--- src/design/ubh_pkg.sv ---
package ubh_pkg;

   localparam int DEF_MAX_BINS    = 64;
   localparam int DEF_COUNT_WIDTH = 32;

   // widest bin address over the full MAX_BINS range (up to 4096 bins)
   localparam int BIN_ADDR_W  = 12;
   localparam int QUEUE_DEPTH = 2;

   localparam int CMD_W      = 2;
   localparam int SAMPLE_W   = 32;
   localparam int RIDX_W     = 6;
   localparam int REPORT_W   = 32;
   localparam int CSR_IDX_W  = 2;
   localparam int BIN_CNT_W  = 7;
   localparam int USED_W     = 13;

   localparam logic [CMD_W-1:0] CMD_ADD   = 2'd0;
   localparam logic [CMD_W-1:0] CMD_READ  = 2'd1;
   localparam logic [CMD_W-1:0] CMD_CLEAR = 2'd2;

   localparam logic [CSR_IDX_W-1:0] REG_LEFT_EDGE     = 2'd0;
   localparam logic [CSR_IDX_W-1:0] REG_INVERSE_WIDTH = 2'd1;
   localparam logic [CSR_IDX_W-1:0] REG_BIN_COUNT     = 2'd2;

   localparam logic signed [SAMPLE_W-1:0] RST_LEFT_EDGE     = -32'sd196608;
   localparam logic [SAMPLE_W-1:0]        RST_INVERSE_WIDTH = 32'd218453;
   localparam logic [BIN_CNT_W-1:0]       RST_BIN_COUNT     = 7'd20;

   // work classes handed from the front to the back
   typedef enum logic [2:0] {
      OP_ADD_IN,    // sample lands in a bin
      OP_ADD_OUT,   // sample counts as out of range
      OP_READ,      // read an existing bin
      OP_READ_OUT,  // read past the bin store, reports zero
      OP_CLEAR,     // zero all counters
      OP_NOP        // unused command
   } op_type;

   typedef struct packed {
      op_type                  op;
      logic [BIN_ADDR_W-1:0]   addr;
      logic [RIDX_W-1:0]       bidx;
   } entry_type;

endpackage

--- src/design/ubh_front.sv ---
module ubh_front
   import ubh_pkg::*;
#(
   parameter int MAX_BINS = DEF_MAX_BINS
) (
   input  logic                        clock,
   input  logic                        reset,
   input  logic                        init_done,
   input  logic                        in_valid,
   output logic                        in_ready,
   input  logic [CMD_W-1:0]            in_command,
   input  logic signed [SAMPLE_W-1:0]  in_sample,
   input  logic [RIDX_W-1:0]           in_read_index,
   input  logic signed [SAMPLE_W-1:0]  left_edge,
   input  logic [SAMPLE_W-1:0]         inverse_width,
   input  logic [BIN_CNT_W-1:0]        bin_count,
   output logic                        push_valid,
   input  logic                        push_ready,
   output entry_type                   push_data
);

   // stage 1: difference to the lower edge
   logic                        s1_valid_ff;
   logic [CMD_W-1:0]            s1_cmd_ff;
   logic signed [SAMPLE_W:0]    s1_diff_ff;
   logic [RIDX_W-1:0]           s1_ridx_ff;
   // stage 2: Q32.32 product, integer part kept
   logic                        s2_valid_ff;
   logic [CMD_W-1:0]            s2_cmd_ff;
   logic                        s2_neg_ff;
   logic [SAMPLE_W-1:0]         s2_bin_ff;
   logic [RIDX_W-1:0]           s2_ridx_ff;

   logic                        s2_take;
   logic                        s1_take;
   logic signed [SAMPLE_W:0]    diff_in;
   logic [2*SAMPLE_W-1:0]       prod_in;
   logic [USED_W-1:0]           used;
   logic                        add_ok;
   logic                        rd_ok;

   assign s2_take  = !s2_valid_ff || push_ready;
   assign s1_take  = !s1_valid_ff || s2_take;
   assign in_ready = s1_take && init_done;

   assign diff_in = {in_sample[SAMPLE_W-1], in_sample} -
                    {left_edge[SAMPLE_W-1], left_edge};
   assign prod_in = {{SAMPLE_W{1'b0}}, s1_diff_ff[SAMPLE_W-1:0]} *
                    {{SAMPLE_W{1'b0}}, inverse_width};

   assign used  = (USED_W'(bin_count) < USED_W'(MAX_BINS)) ? USED_W'(bin_count)
                                                            : USED_W'(MAX_BINS);
   // negative offset only lands in bin 0 when the scale is zero
   assign add_ok = s2_neg_ff ? ((inverse_width == '0) && (used != '0))
                             : (s2_bin_ff < SAMPLE_W'(used));
   assign rd_ok  = USED_W'(s2_ridx_ff) < USED_W'(MAX_BINS);

   always_ff @(posedge clock) begin
      if (reset) begin
         s1_valid_ff <= 1'b0;
         s2_valid_ff <= 1'b0;
      end else begin
         if (s1_take) begin
            s1_valid_ff <= in_valid && in_ready;
         end
         if (s2_take) begin
            s2_valid_ff <= s1_valid_ff;
         end
      end
   end

   always_ff @(posedge clock) begin
      if (in_valid && in_ready) begin
         s1_cmd_ff  <= in_command;
         s1_diff_ff <= diff_in;
         s1_ridx_ff <= in_read_index;
      end
      if (s2_take && s1_valid_ff) begin
         s2_cmd_ff  <= s1_cmd_ff;
         s2_neg_ff  <= s1_diff_ff[SAMPLE_W];
         s2_bin_ff  <= prod_in[2*SAMPLE_W-1:SAMPLE_W];
         s2_ridx_ff <= s1_ridx_ff;
      end
   end

   always_comb begin
      push_valid     = s2_valid_ff;
      push_data.op   = OP_NOP;
      push_data.addr = '0;
      push_data.bidx = '0;
      unique case (s2_cmd_ff)
         CMD_ADD: begin
            if (add_ok) begin
               push_data.op = OP_ADD_IN;
               if (!s2_neg_ff) begin
                  push_data.addr = s2_bin_ff[BIN_ADDR_W-1:0];
                  push_data.bidx = s2_bin_ff[RIDX_W-1:0];
               end
            end else begin
               push_data.op = OP_ADD_OUT;
            end
         end
         CMD_READ: begin
            push_data.op   = rd_ok ? OP_READ : OP_READ_OUT;
            push_data.addr = BIN_ADDR_W'(s2_ridx_ff);
            push_data.bidx = s2_ridx_ff;
         end
         CMD_CLEAR: push_data.op = OP_CLEAR;
         default:   push_data.op = OP_NOP;
      endcase
   end

endmodule

--- config.mk ---
export PLATFORM = sky130hd
export DESIGN_NAME = ubh_front
export DESIGN_NICKNAME = d
export VERILOG_FILES = /design/src/design/ubh_pkg.sv /design/src/design/ubh_front.sv
export SDC_FILE = /design/constraint.sdc
export NUM_CORES = 2
export LEC_CHECK = 0
export BUFFER_PORTS_ARGS = -buffer_cell sky130_fd_sc_hd__buf_4
export CORE_ASPECT_RATIO = 0.9
export CORE_MARGIN = 3
export CORE_UTILIZATION = 50
export CTS_BUF_LIST = sky130_fd_sc_hd__clkbuf_16
export DETAILED_ROUTE_END_ITERATION = 6
export HOLD_SLACK_MARGIN = 0.03
export PLACE_DENSITY = 0.77
export SLEW_MARGIN = 20
export SYNTH_ARGS = -nofsm -noshare
export SYNTH_HDL_FRONTEND = slang
export SYNTH_SLANG_ARGS = --single-unit
--- constraint.sdc ---
create_clock -name clock -period 25.1 [get_ports clock]
set_input_delay 2.51 -clock clock [delete_from_list [all_inputs] [get_ports clock]]
set_output_delay 2.51 -clock clock [all_outputs]
set_load 0.1 [all_outputs]
## Word-level counts from Yosys, hierarchy flattened

Index checks and enable logic that the tools add are counted.

| cells by class | value |
|---|---|
| eq/ne operators | 2 |
| $add $sub $neg | 1 |
| muxes and demuxes | 7 |
| multiply operators | 1 |
| $lt $le $gt $ge | 2 |
| reductions and logical operators | 11 |

Operator list:

| operator | number |
|---|---|
| $mul A32 B32 Y64 | 1 |
| $mux W18 | 2 |
| $pmux W18 S2 | 1 |
| $sub A32 B32 Y33 | 1 |
| $logic_not A32 Y1 | 1 |
| $lt A32 B7 Y1 | 1 |
| $reduce_bool A13 Y1 | 1 |
| $pmux W3 S3 | 1 |
| $lt A7 B7 Y1 const B | 1 |
| $mux W7 | 1 |
| $logic_and A1 B1 Y1 | 4 |
| $eq A2 B1 Y1 const B | 1 |
| $eq A2 B2 Y1 const B | 1 |
| $logic_not A1 Y1 | 2 |
| $logic_not A2 Y1 | 1 |
| $logic_or A1 B1 Y1 | 2 |
| $mux W1 | 2 |

| word-level totals | value |
|---|---|
| output and inout port bits | 23 |
| flip-flop bits (word level) | 84 |
| word-level logic and storage cells | 33 |

## Depth between registers and ports, before layout

| depth | value |
|---|---|
| word-level depth | 7 |
| depth in mapped cells | 30 |
| gate-level depth less buffers | 29 |

## Least setup slack after synthesis

No wires, ideal clock.

| timing | value |
|---|---|
| path type | input -> register |
| start point | input port inverse_width[2] |
| end point | register s2_bin_ff[30], data pin |
| slack | 15437 ps |
| stages | 25 |
| arrival time | 9405 ps |
| cells stage by stage | clkbuf_1 -> nand2_1 -> fa_1 -> inv_1 -> fa_1 -> inv_1 -> fa_1 -> fa_1 -> inv_1 -> fa_1 -> fa_1 -> fa_1 -> fa_1 -> ha_1 -> a21oi_1 -> o21ai_1 -> a2111oi_0 -> o21ai_0 -> a41oi_2 -> o31ai_1 -> a311o_1 -> o41ai_4 -> o221ai_2 -> a21oi_2 -> xnor2_1 |

| between the ends | value |
|---|---|
| word-level cells in the longest chain between the ends | 1 |

RTL lines:

| element | RTL line | text |
|---|---|---|
| from (decl) | ubh_front.sv:15 | `input logic [SAMPLE_W-1:0] inverse_width,` |
| $mul A32 B32 Y64 | ubh_front.sv:48 | `assign prod_in = {{SAMPLE_W{1'b0}}, s1_diff_ff[SAMPLE_W-1:0]} *` |
| via prod_in[62] | ubh_front.sv:37 | `logic [2*SAMPLE_W-1:0] prod_in;` |
| to (signal assigned) | ubh_front.sv:81 | `s2_bin_ff <= prod_in[2*SAMPLE_W-1:SAMPLE_W];` |
| to (decl) | ubh_front.sv:31 | `logic [SAMPLE_W-1:0] s2_bin_ff;` |

The timed path passes the listed nets, and every way through them passes these cells.
A chain may end at the register's enable or synchronous reset.

## Worst setup path after layout

| timing | value |
|---|---|
| start point | input port inverse_width[8] |
| end point | register s2_bin_ff[30], data pin |

The elaborated chain is that of the path after synthesis.

==> impl_metrics.tcl <==
set metrics [dict create \
    chipHeight_um 265 \
    maxSlewHeadroom_pct 27.5 \
    cts_tree "yes" \
    run_status "finished clean" \
    multi_input_combinational_cell_area_sq_um 30300 \
    grt_use_total_pct 26.7 \
    sequential_cell_area_sq_um 2500 \
    worst-slew-pin-transition_ns 1.08 \
    detailedRoute.firstIterationViolations 2297 \
    tritoncts.num_buffers 9 \
    drv_slew 0 \
    start_util_pct 50.6 \
    crit_top_cell "fa_1" \
    synth.most_common_cell "inv_1" \
    synth_area_leaders "fa_1 (48%), and2_1 (11%), ha_1 (10%)" \
    antenna_violating_nets_post_route 0 \
    clock-sinks 84 \
    first_global_vias 29100 \
    detail_route.wirelength_mm 99.7 \
    cts_clk_pin_slew_worst_paths_ns 0.07 \
    postSynth.topFlopCell "edfxtp_1" \
    final_hold_viol_count 0 \
    io_pins 139 \
    criticalPathCategory "in2reg" \
    synth.yosys.seq_area_share_pct 6.74 \
    period_minus_slack_ns 11.16 \
    max-cap-violations 0 \
    setup_tns_ns 0 \
    yosys.area.top_type_share_pct 48.3 \
    via_count 27000 \
    cts_max_path_buffers 2 \
    floorplan.rows 94 \
    worstRegToRegCells 26 \
    syn-cell-area_sq_um 37100 \
    cts-htree-levels 3 \
    buffer_ports.inserted 133 \
    async_flop_share_pct 0 \
    wire_length_of_the_first_global_routing_pass_mm 160 \
    finalWeightedCongestion 0.932 \
    cp_cell_sequence "buf_4 -> nand2_1 -> fa_1 -> fa_1 -> fa_1 -> fa_1 -> inv_1 -> fa_1 -> fa_1 -> fa_1 -> fa_1 -> ha_1 -> a21oi_1 -> o21ai_1 -> a2111oi_1 -> o21ai_0 -> a41oi_2 -> o31ai_1 -> a311o_1 -> o41ai_4 -> o221ai_2 -> a21oi_2 -> xnor2_1" \
    clk_latency_ns 0.39 \
    worstSetupEndpoint "s2_bin_ff[30]" \
    rsz0062_at_grt "false" \
    post_cts_setup_repair_buffer_count 0 \
    crit_start "inverse_width[8]" \
    worstPathMaxFanout 33 \
    synthDominantAreaCellType "fa_1" \
    ys_seq_elements 84 \
    regToRegEndpoint "s2_bin_ff[30]" \
    post_route_cells_drive_above_1_share_pct 5.02 \
    dpl.hpwl_mm 72.8 \
    worstSetupStartpointType "input pin" \
    worstReg2RegStart "s1_diff_ff[6]" \
    critPathRequiredTime_ns 25.24 \
    grt_start_max_net_pins 43 \
    critical-path-slowest-cell "a2111oi_1" \
    post_synth.cell_area_avg_sq_um 9.41 \
    fin_worst_skew_ns 0.0155 \
    min_path_type "reg2reg" \
    first_pass_iters 6 \
    layout.nets 5231 \
    area_growth_pct 5.30 \
    cp_data_arrival_time_ns 11.30 \
    routed_via_density 5.53 \
    yosysWarnings 0 \
    netlist_instances 3948 \
    synthTopCellsByCount "inv_1 (940), fa_1 (896), and2_1 (639), nand2_1 (427), ha_1 (302)" \
    setup_viol 0 \
    antenna_found_initial 4 \
    wl_per_cell_um 20.4 \
    cts_root_buf "clkbuf_16" \
    post-route-drc-count 0 \
    die_x_um 293 \
    period_share_pct 44.5 \
    critPathMaxStageDelay_ns 0.98 \
    max_clock_freq_mhz 89.6 \
    yosys.cell_types.count 64 \
    synth-edff-count 82 \
    overflow 0 \
    worst-r2r-setup-slack_ns 15.61 \
    cp-end-kind "flip-flop" \
    core_region_area_sq_um 73400 \
    cts_repair_resize_count 0 \
    die_area_sq_um 77600 \
    num-fill-cells 6542 \
    holdBufCountCts 0 \
]
## cell families (layout without fill, tap and decap cells)
family                   Yosys count  count (layout)  synth area share (%)
AND/OR/NAND/NOR                 1214            1214                  17.3
adder cells (fa/ha/maj)         1198            1198                  58.5
buffers and inverters           1155            1125                  11.8
AO/OA/AOI/OAI                    234             234                  4.26
flip-flops                        84              84                  6.74
XOR/XNOR                          61              61                  1.44
other                              1               6                0.0101
multiplexers                       1               1                0.0270
## worst min path at each step
stage | startpoint | end | slack [ns] | cells after the start
3_3_place_gp | s1_cmd_ff[0] | s2_cmd_ff[0] | 0.40 | 0
2_1_floorplan | s1_cmd_ff[0] | s2_cmd_ff[0] | 0.40 | 0
6_report | s1_ridx_ff[2] | s2_ridx_ff[2] | 0.42 | 0
5_1_grt | s1_cmd_ff[0] | s2_cmd_ff[0] | 0.44 | 0
3_5_place_dp | s1_ridx_ff[2] | s2_ridx_ff[2] | 0.41 | 0
4_1_cts | s1_ridx_ff[2] | s2_ridx_ff[2] | 0.43 | 0
## placed cells by master, fill, tap and decap left out, drive strengths merged, types with 42 or more instances in the layout
cell type,instances
inv,943
edfxtp,82
a21oi,71
nand2,427
buf,169
xnor2,42
and2,639
ha,302
a21o,44
fa,896
## state kept, by name (all words and copies together) (netlist names), 2 cells and up
signal / flops
s2_cmd_ff: 2
s2_bin_ff: 32
s1_cmd_ff: 2
s2_ridx_ff: 6
s1_ridx_ff: 6
s1_diff_ff: 33
## layout make-up
| cell class | count | share of cell area (%) |
|---|---|---|
| Antenna cell | 1 | 0.00640 |
| Tap cell | 960 | 3.07 |
| Clock buffer | 9 | 0.576 |
| Clock inverter | 7 | 0.208 |
| Multi-Input combinational cell | 2713 | 77.4 |
| Timing Repair Buffer | 169 | 3.28 |
| Inverter | 940 | 9.02 |
| Sequential cell | 84 | 6.40 |
## critical path: cells and delay by family
family	cells	cell delay, ns
AOI/OAI and AO/OA	10	3.66
and+or+nand+nor	1	0.16
adders and majority gates	9	4.38
xor gates and xnor gates	1	0.07
buffers and inverters	2	0.48
## stage by stage
step / hold slack [ns] / cells / utilization, % / instance area [sq um] / setup WS [ns]
2_1_floorplan: 0.400 / 3952 / - / 37200 / 15.44
3_3_place_gp: 0.403 / 4865 / 52.8 / 38800 / 13.41
3_5_place_dp: 0.409 / 4866 / 52.9 / 38800 / 13.68
4_1_cts: 0.426 / 4882 / 53.3 / 39100 / 14.09
5_1_grt: 0.439 / 4882 / 53.3 / 39100 / 13.73
6_report: 0.424 / 4883 / 53.3 / 39100 / 13.94
## metal layers
layer  vias to the layer above  wire (um)  global-route usage, %
li1                      11500          -                      -
met4                         2       4870                   11.6
met3                       277      11000                   6.32
met5                         -         13                      0
met1                     13700      37900                   35.4
met2                      1509      46000                   42.3
Power is left out: the tool's default activity adds up to more than one toggle a clock period on the data nets, which glitch-free logic cannot reach.
