$ cat config.mk
export PLATFORM = sky130hd
export DESIGN_NAME = ubh_queue
export DESIGN_NICKNAME = d
export VERILOG_FILES = /design/src/design/ubh_pkg.sv /design/src/design/ubh_queue.sv
export SDC_FILE = /design/constraint.sdc
export NUM_CORES = 1
export LEC_CHECK = 0
export BUFFER_PORTS_ARGS = -buffer_cell sky130_fd_sc_hd__buf_2
export CAP_MARGIN = 15
export CELL_PAD_IN_SITES_DETAIL_PLACEMENT = 1
export CELL_PAD_IN_SITES_GLOBAL_PLACEMENT = 2
export CORE_MARGIN = 2
export CORE_UTILIZATION = 32
export DETAILED_ROUTE_END_ITERATION = 6
export PLACE_DENSITY = 0.77
export SYNTH_ARGS = -nofsm -noshare
export SYNTH_HDL_FRONTEND = slang
export SYNTH_SLANG_ARGS = --single-unit
$ cat constraint.sdc
create_clock -name clock -period 1.6 [get_ports clock]
set_input_delay 0 -clock clock [delete_from_list [all_inputs] [get_ports clock]]
set_output_delay 0 -clock clock [all_outputs]
set_load 0.01 [all_outputs]
$ cat src/design/ubh_pkg.sv
package ubh_pkg;

   localparam int DEF_MAX_BINS    = 64;
   localparam int DEF_COUNT_WIDTH = 32;

   // widest bin address over the full MAX_BINS range (up to 4096 bins)
   localparam int BIN_ADDR_W  = 12;
   localparam int QUEUE_DEPTH = 2;

   localparam int CMD_W      = 2;
   localparam int SAMPLE_W   = 32;
   localparam int RIDX_W     = 6;
   localparam int REPORT_W   = 32;
   localparam int CSR_IDX_W  = 2;
   localparam int BIN_CNT_W  = 7;
   localparam int USED_W     = 13;

   localparam logic [CMD_W-1:0] CMD_ADD   = 2'd0;
   localparam logic [CMD_W-1:0] CMD_READ  = 2'd1;
   localparam logic [CMD_W-1:0] CMD_CLEAR = 2'd2;

   localparam logic [CSR_IDX_W-1:0] REG_LEFT_EDGE     = 2'd0;
   localparam logic [CSR_IDX_W-1:0] REG_INVERSE_WIDTH = 2'd1;
   localparam logic [CSR_IDX_W-1:0] REG_BIN_COUNT     = 2'd2;

   localparam logic signed [SAMPLE_W-1:0] RST_LEFT_EDGE     = -32'sd196608;
   localparam logic [SAMPLE_W-1:0]        RST_INVERSE_WIDTH = 32'd218453;
   localparam logic [BIN_CNT_W-1:0]       RST_BIN_COUNT     = 7'd20;

   // work classes handed from the front to the back
   typedef enum logic [2:0] {
      OP_ADD_IN,    // sample lands in a bin
      OP_ADD_OUT,   // sample counts as out of range
      OP_READ,      // read an existing bin
      OP_READ_OUT,  // read past the bin store, reports zero
      OP_CLEAR,     // zero all counters
      OP_NOP        // unused command
   } op_type;

   typedef struct packed {
      op_type                  op;
      logic [BIN_ADDR_W-1:0]   addr;
      logic [RIDX_W-1:0]       bidx;
   } entry_type;

endpackage

$ cat src/design/ubh_queue.sv
module ubh_queue
   import ubh_pkg::*;
(
   input  logic       clock,
   input  logic       reset,
   input  logic       push_valid,
   output logic       push_ready,
   input  entry_type  push_data,
   output logic       pop_valid,
   input  logic       pop_ready,
   output entry_type  pop_data
);

   localparam int PTR_W = (QUEUE_DEPTH > 1) ? $clog2(QUEUE_DEPTH) : 1;
   localparam int CNT_W = $clog2(QUEUE_DEPTH + 1);

   entry_type         slot_ff [QUEUE_DEPTH];
   logic [PTR_W-1:0]  wr_ptr_ff;
   logic [PTR_W-1:0]  rd_ptr_ff;
   logic [CNT_W-1:0]  level_ff;
   logic              do_push;
   logic              do_pop;

   assign push_ready = level_ff != CNT_W'(QUEUE_DEPTH);
   assign pop_valid  = level_ff != '0;
   assign pop_data   = slot_ff[rd_ptr_ff];
   assign do_push    = push_valid && push_ready;
   assign do_pop     = pop_valid && pop_ready;

   always_ff @(posedge clock) begin
      if (reset) begin
         wr_ptr_ff <= '0;
         rd_ptr_ff <= '0;
         level_ff  <= '0;
      end else begin
         if (do_push) begin
            wr_ptr_ff <= (wr_ptr_ff == PTR_W'(QUEUE_DEPTH - 1)) ? '0 : wr_ptr_ff + 1'b1;
         end
         if (do_pop) begin
            rd_ptr_ff <= (rd_ptr_ff == PTR_W'(QUEUE_DEPTH - 1)) ? '0 : rd_ptr_ff + 1'b1;
         end
         if (do_push && !do_pop) begin
            level_ff <= level_ff + 1'b1;
         end else if (do_pop && !do_push) begin
            level_ff <= level_ff - 1'b1;
         end
      end
   end

   always_ff @(posedge clock) begin
      if (do_push) begin
         slot_ff[wr_ptr_ff] <= push_data;
      end
   end

endmodule

; Yosys cells after proc, flatten, opt, wreduce, memory -nomap -nowiden
; Memory sizes are Yosys's and may differ from the RTL's. A register that Yosys moved wholly into a read port is not among the register bits.
; Index checks and enable logic that the tools add are counted.
[classes]
add_sub_neg = 4
eq_ne = 1
mux = 8
reduce_logical = 8
[ops]
columns = op, count
row1 = two-way mux 1 bit, 6
row2 = logical AND 1 bit, 4
row3 = two-way mux 2 bit, 2
row4 = nonzero test 2 bit, 2
row5 = "adder 1 bit, second input constant", 2
row6 = "adder 2 x 1 -> 2 bit, second input constant", 1
row7 = zero test 1 bit, 2
row8 = "!= test 2 bit, second input constant", 1
row9 = "subtractor 2 x 1 -> 2 bit, second input constant", 1
[word_totals]
ff_bits = 4
mem_bits_rw = 42
input_bits = 25
wordCells = 25
memories = 1
[mem_list]
columns = memory, words, word_bits, read_ports, rd_ports_with_merged_regs, wr, line_no
row1 = slot_ff, 2, 21, 1, 1, 1, ubh_queue.sv:17  ; entry_type slot_ff [QUEUE_DEPTH];

; Logic depth before layout (Yosys ltp)
[depth]
word_depth = 6
depth_mapped = 6
mapped_depth_nobuf = 6

; Least setup slack after synthesis
; OpenSTA, ideal clock, no wires.
[synth_path]
path_kind = flip-flop to flip-flop
start = register level_ff[0]
end = memory slot_ff[1][0] (netlist name) (enable)
setup_ns = 0.379
arrival_ns = 1.224
required_time_ns = 1.221
setup_slack_ns = -0.003
path_stages_with_launch = 3
path_buffers = 0
synth_period_minus_slack_ns = 1.603
path_cell_list = dfxtp_1 > nand2b_1 > and3_1
[synth_via]
elab_chain_cells = 4
[synth_lines]
columns = element, line_no
row1 = "start, declared", ubh_queue.sv:20  ; logic [CNT_W-1:0] level_ff;
row2 = "start signal, assigned", ubh_queue.sv:43  ; level_ff <= level_ff + 1'b1;
row3 = "start signal, assigned", ubh_queue.sv:45  ; level_ff <= level_ff - 1'b1;
row4 = != test 2 bit, ubh_queue.sv:24  ; assign push_ready = level_ff != CNT_W'(QUEUE_DEPTH);
row5 = named net push_ready, ubh_queue.sv:7  ; output logic push_ready,
row6 = logical AND 1 bit, ubh_queue.sv:27  ; assign do_push = push_valid && push_ready;
row7 = two-way mux 1 bit, ubh_queue.sv:51  ; if (do_push) begin
row8 = two-way mux 1 bit (implied by the code), ubh_queue.sv:52  ; slot_ff[wr_ptr_ff] <= push_data;
row9 = "end, declared", ubh_queue.sv:17
; The timed path passes the listed nets, and every way through them passes these cells.

; Final worst setup path
[layout_path]
start = register level_ff[0]
end = register level_ff[1]
[layout_via]
elab_chain_cells = 5
word_cells_on_any_way = 13
classes_between = add/sub: 2 / eq/ne: 1 / mux: 2 / reduce/logical: 8
[layout_lines]
columns = element, line_no
row1 = != test 2 bit (*), ubh_queue.sv:24
row2 = logical AND 1 bit (*), ubh_queue.sv:27
row3 = named net do_push, ubh_queue.sv:21  ; logic do_push;
row4 = zero test 1 bit, ubh_queue.sv:44  ; end else if (do_pop && !do_push) begin
row5 = logical AND 1 bit, ubh_queue.sv:44
row6 = nonzero test 2 bit (no line), n/a
; Mark *: on every way through the listed nets, which the timed path passes. The rest lies on a longest branch. The select of a mux whose other input is x is not followed.
; A chain may end at the register's enable or synchronous reset.

==> run_summary.xml <==
<?xml version="1.0" encoding="UTF-8"?>
<metrics>
  <group name="placement">
    <metric name="finalWeightedCongestion" unit="">0.688</metric>
    <metric name="place.detailed.instances" unit="">211</metric>
    <metric name="hpwl" unit="mm">2.48</metric>
    <metric name="place.port_buffers" unit="">47</metric>
  </group>
  <group name="setup_path">
    <metric name="critical_path.startpoint_type" unit="">flip-flop</metric>
    <metric name="rr_startpoint" unit="">level_ff[0]$_SDFFE_PP0P_</metric>
    <metric name="setup.worst_path.end_class" unit="">flip-flop</metric>
    <metric name="cp_data_required_time" unit="ns">1.83</metric>
    <metric name="timing.rr.end" unit="">level_ff[1]$_SDFFE_PP0P_</metric>
    <metric name="reg2reg_setup_slack" unit="ns">0.07</metric>
    <metric name="worst-setup-path-type" unit="">reg2reg</metric>
    <metric name="cp_max_fo" unit="">4</metric>
    <metric name="worstSetupEndpoint" unit="">level_ff[1]$_SDFFE_PP0P_</metric>
    <metric name="critPathLaunch" unit="">level_ff[0]$_SDFFE_PP0P_</metric>
    <metric name="timing.reg2reg.worst_path_depth" unit="">6</metric>
    <metric name="worst-endpoint-arrival" unit="ns">1.76</metric>
  </group>
  <group name="timing">
    <metric name="fraction_of_the_cycle_the_final_worst_path_needs" unit="">0.956</metric>
    <metric name="finalCriticalPeriod" unit="ns">1.53</metric>
    <metric name="tightestPinTransition" unit="ns">0.327</metric>
    <metric name="finalSetupViolations" unit="">0</metric>
    <metric name="skew" unit="ns">0.00799</metric>
    <metric name="timing.setup.tns" unit="ns">0</metric>
    <metric name="final_report_hold_violation_count" unit="">0</metric>
    <metric name="final-max-slew-violation-count" unit="">0</metric>
    <metric name="slew-limit-headroom" unit="">0.781</metric>
    <metric name="rsz0062_at_grt" unit="">false</metric>
    <metric name="clock.fmax" unit="GHz">0.654</metric>
  </group>
  <group name="global_route">
    <metric name="grtUsageMet3" unit="">0.0419</metric>
    <metric name="final_global_route_overflow_total" unit="">0</metric>
    <metric name="gr_util_met1" unit="">0.144</metric>
    <metric name="grt_pass1_vias" unit="">1201</metric>
    <metric name="grt_max_degree" unit="">15</metric>
    <metric name="initial_antenna_violation_count" unit="">0</metric>
    <metric name="met2_usage" unit="">0.231</metric>
    <metric name="first_pass_grt_wire_length" unit="mm">5.78</metric>
    <metric name="globalRouteTotalUtil" unit="">0.128</metric>
    <metric name="gr-max-usage-layer" unit="">met2</metric>
  </group>
  <group name="synthesis">
    <metric name="ys_seq_elements" unit="">47</metric>
    <metric name="synth_top_cell_area_share" unit="">0.729</metric>
    <metric name="synthTopCellsByArea" unit="">sky130_fd_sc_hd__edfxtp_1 73%, sky130_fd_sc_hd__mux2_2 14%, sky130_fd_sc_hd__dfxtp_1 5.8%, sky130_fd_sc_hd__xor2_1 1.5%, sky130_fd_sc_hd__ha_1 0.72%</metric>
    <metric name="synth_area_per_cell" unit="µm²">19.4</metric>
    <metric name="syn_nets" unit="">115</metric>
    <metric name="ys.warnings.count" unit="">0</metric>
    <metric name="synth_sequential_area_ratio" unit="">0.787</metric>
    <metric name="post_synth_num_cell_types" unit="">17</metric>
    <metric name="netlist_instances" unit="">89</metric>
    <metric name="synthesis.area" unit="mm²">0.00173</metric>
    <metric name="synth_top_cell_by_area" unit="">sky130_fd_sc_hd__edfxtp_1</metric>
  </group>
  <group name="clock_tree">
    <metric name="number_of_cts_inserted_buffers" unit="">5</metric>
    <metric name="tritoncts" unit="">done</metric>
    <metric name="clock_insertion_delay_worst_skew" unit="ns">0.29</metric>
    <metric name="total_number_of_h_tree_levels" unit="">2</metric>
    <metric name="max-clock-path-buffers" unit="">2</metric>
    <metric name="clk_transition_reported_paths" unit="ns">0.08</metric>
    <metric name="clock-root-buffer" unit="">sky130_fd_sc_hd__clkbuf_8</metric>
    <metric name="clock_sink_count" unit="">47</metric>
  </group>
  <group name="layout">
    <metric name="layout_common_cells" unit="">47 x sky130_fd_sc_hd__buf_2, 42 x sky130_fd_sc_hd__edfxtp_1, 22 x sky130_fd_sc_hd__dlygate4sd3_1</metric>
    <metric name="layout.cells.most_common" unit="">sky130_fd_sc_hd__buf_2</metric>
    <metric name="final_layout_size_suffix_gt1_frac" unit="">0.535</metric>
    <metric name="num_antenna_cells" unit="">0</metric>
    <metric name="synthToLayoutAreaGrowth" unit="%">42.2</metric>
    <metric name="final_core_util" unit="">0.476</metric>
    <metric name="fin_nets" unit="">197</metric>
    <metric name="finalNonFillerCells" unit="">242</metric>
  </group>
  <group name="route">
    <metric name="avgRoutedWirePerCell" unit="µm">14.9</metric>
    <metric name="via_per_inst" unit="">4.38</metric>
    <metric name="antenna_left" unit="">0</metric>
    <metric name="drc" unit="">0</metric>
    <metric name="vias" unit="">1060</metric>
    <metric name="detail_route.first_pass.iterations" unit="">3</metric>
    <metric name="detail_route.wirelength" unit="mm">3.61</metric>
    <metric name="first_iter_violations" unit="">47</metric>
  </group>
  <group name="die">
    <metric name="pin_count" unit="">48</metric>
    <metric name="die_y" unit="µm">77.5</metric>
    <metric name="floorplan.core_area" unit="mm²">0.00517</metric>
    <metric name="fp.dieArea" unit="mm²">0.00601</metric>
    <metric name="chipWidth" unit="µm">77.5</metric>
    <metric name="site_row_count" unit="">26</metric>
    <metric name="initial_utilization" unit="">0.335</metric>
  </group>
  <group name="pwr">
    <metric name="power_leakage" unit="µW">0.000948</metric>
    <metric name="power_density" unit="mW/mm²">1420</metric>
    <metric name="irDropWorstVdd" unit="V">0.000580</metric>
  </group>
  <group name="outcome">
    <metric name="run_status" unit="">completed</metric>
  </group>
  <group name="hold_path">
    <metric name="timing.hold.worst.class" unit="">in2reg</metric>
  </group>
  <group name="run">
    <metric name="reported_max_cap_violation_count" unit="">0</metric>
  </group>
</metrics>
[cell usage after synthesis]
library cell                n
sky130_fd_sc_hd__buf_2      2
sky130_fd_sc_hd__a21oi_1    2
sky130_fd_sc_hd__edfxtp_1  42
sky130_fd_sc_hd__nand2b_1   1
sky130_fd_sc_hd__a21bo_2    1
sky130_fd_sc_hd__o21ai_0    2
sky130_fd_sc_hd__and3_1     1
sky130_fd_sc_hd__xor2_1     3
sky130_fd_sc_hd__ha_1       1
sky130_fd_sc_hd__inv_1      1
sky130_fd_sc_hd__or2_2      1
sky130_fd_sc_hd__nand3b_1   1
sky130_fd_sc_hd__nor2_1     3
sky130_fd_sc_hd__mux2_2    21
sky130_fd_sc_hd__dfxtp_1    5
sky130_fd_sc_hd__and2_1     1
sky130_fd_sc_hd__or3_1      1
[flip-flops by register name, indices dropped and copies added, names as in the netlist, named ones only]
register,cells
slot_ff,42
wr_ptr_ff,1
level_ff,2
rd_ptr_ff,1
[routing by layer]
metal,share of wire,vias to the layer above,routed length (µm)
li1,-,503,-
met4,0.0064,0,23
met2,0.54,35,1950
met3,0.056,4,203
met5,0,-,0
met1,0.40,518,1440
[through the flow]
step	setup WS, ns	power (µW)	hold slack [ns]	instance area, µm²
floorplan	0.0186	2190	0.0691	1730
global placement	0.114	2530	0.190	2100
detailed placement	0.00524	2590	0.196	2100
CTS	0.0420	3490	0.0564	2440
global route	0.0143	3690	0.0742	2460
finish	0.0711	3490	0.0648	2460
[power by group]
group | switching, µW | total, µW | internal (µW) | leakage, µW
Combinational | 514 | 1060 | 546 | 0.000458
Sequential | 61.7 | 1610 | 1550 | 0.000434
Clock | 366 | 824 | 457 | 0.0000556
[critical path, cell delays in order, from the launching register on]
cell	delay (ns)
sky130_fd_sc_hd__dfxtp_4	0.35
sky130_fd_sc_hd__nand2b_1	0.15
sky130_fd_sc_hd__and2_4	0.17
sky130_fd_sc_hd__ha_4	0.15
sky130_fd_sc_hd__xor2_1	0.15
sky130_fd_sc_hd__or3_4	0.38
sky130_fd_sc_hd__a21oi_2	0.11
[cells by family after synthesis]
family                   synth area share
AO/OA/AOI/OAI                      0.0174
XOR/XNOR                           0.0152
buffers and inverters             0.00795
adder cells (fa/ha/maj)           0.00723
multiplexers                        0.137
AND/OR/NAND/NOR                    0.0289
flip-flops                          0.787
[cell type report]
| class | instances | area (µm²) |
|---|---|---|
| Tap cell | 70 | 87.6 |
| Clock buffer | 5 | 68.8 |
| Fill cell | 525 | 2710 |
| Inverter | 1 | 3.75 |
| Sequential cell | 47 | 1370 |
| Timing Repair Buffer | 77 | 515 |
| Multi-Input combinational cell | 39 | 380 |
| Clock inverter | 3 | 38.8 |
[how the worst min path moves through the flow]
stage | startpoint | to | slack, ns | cells past startpoint
4_1_cts | push_valid | wr_ptr_ff$_SDFFE_PP0P_ | 0.06 | 3
6_report | push_valid | wr_ptr_ff$_SDFFE_PP0P_ | 0.06 | 3
2_1_floorplan | reset | level_ff[1]$_SDFFE_PP0P_ | 0.07 | 1
3_3_place_gp | push_data[18] | slot_ff[0][18]$_DFFE_PP_ | 0.19 | 1
5_1_grt | push_valid | wr_ptr_ff$_SDFFE_PP0P_ | 0.07 | 3
3_5_place_dp | push_data[6] | slot_ff[1][6]$_DFFE_PP_ | 0.20 | 1
[repair_timing]
item / CTS / global route
hold endpoints to repair: 47 / 0
gates resized for setup: 3 / 5
hold buffers: 22 / 0
setup buffers: 0 / 1
setup endpoints to repair: 1 / 1
pin swaps: 0 / 2
Note: power is estimated with default switching activity, not from simulation.
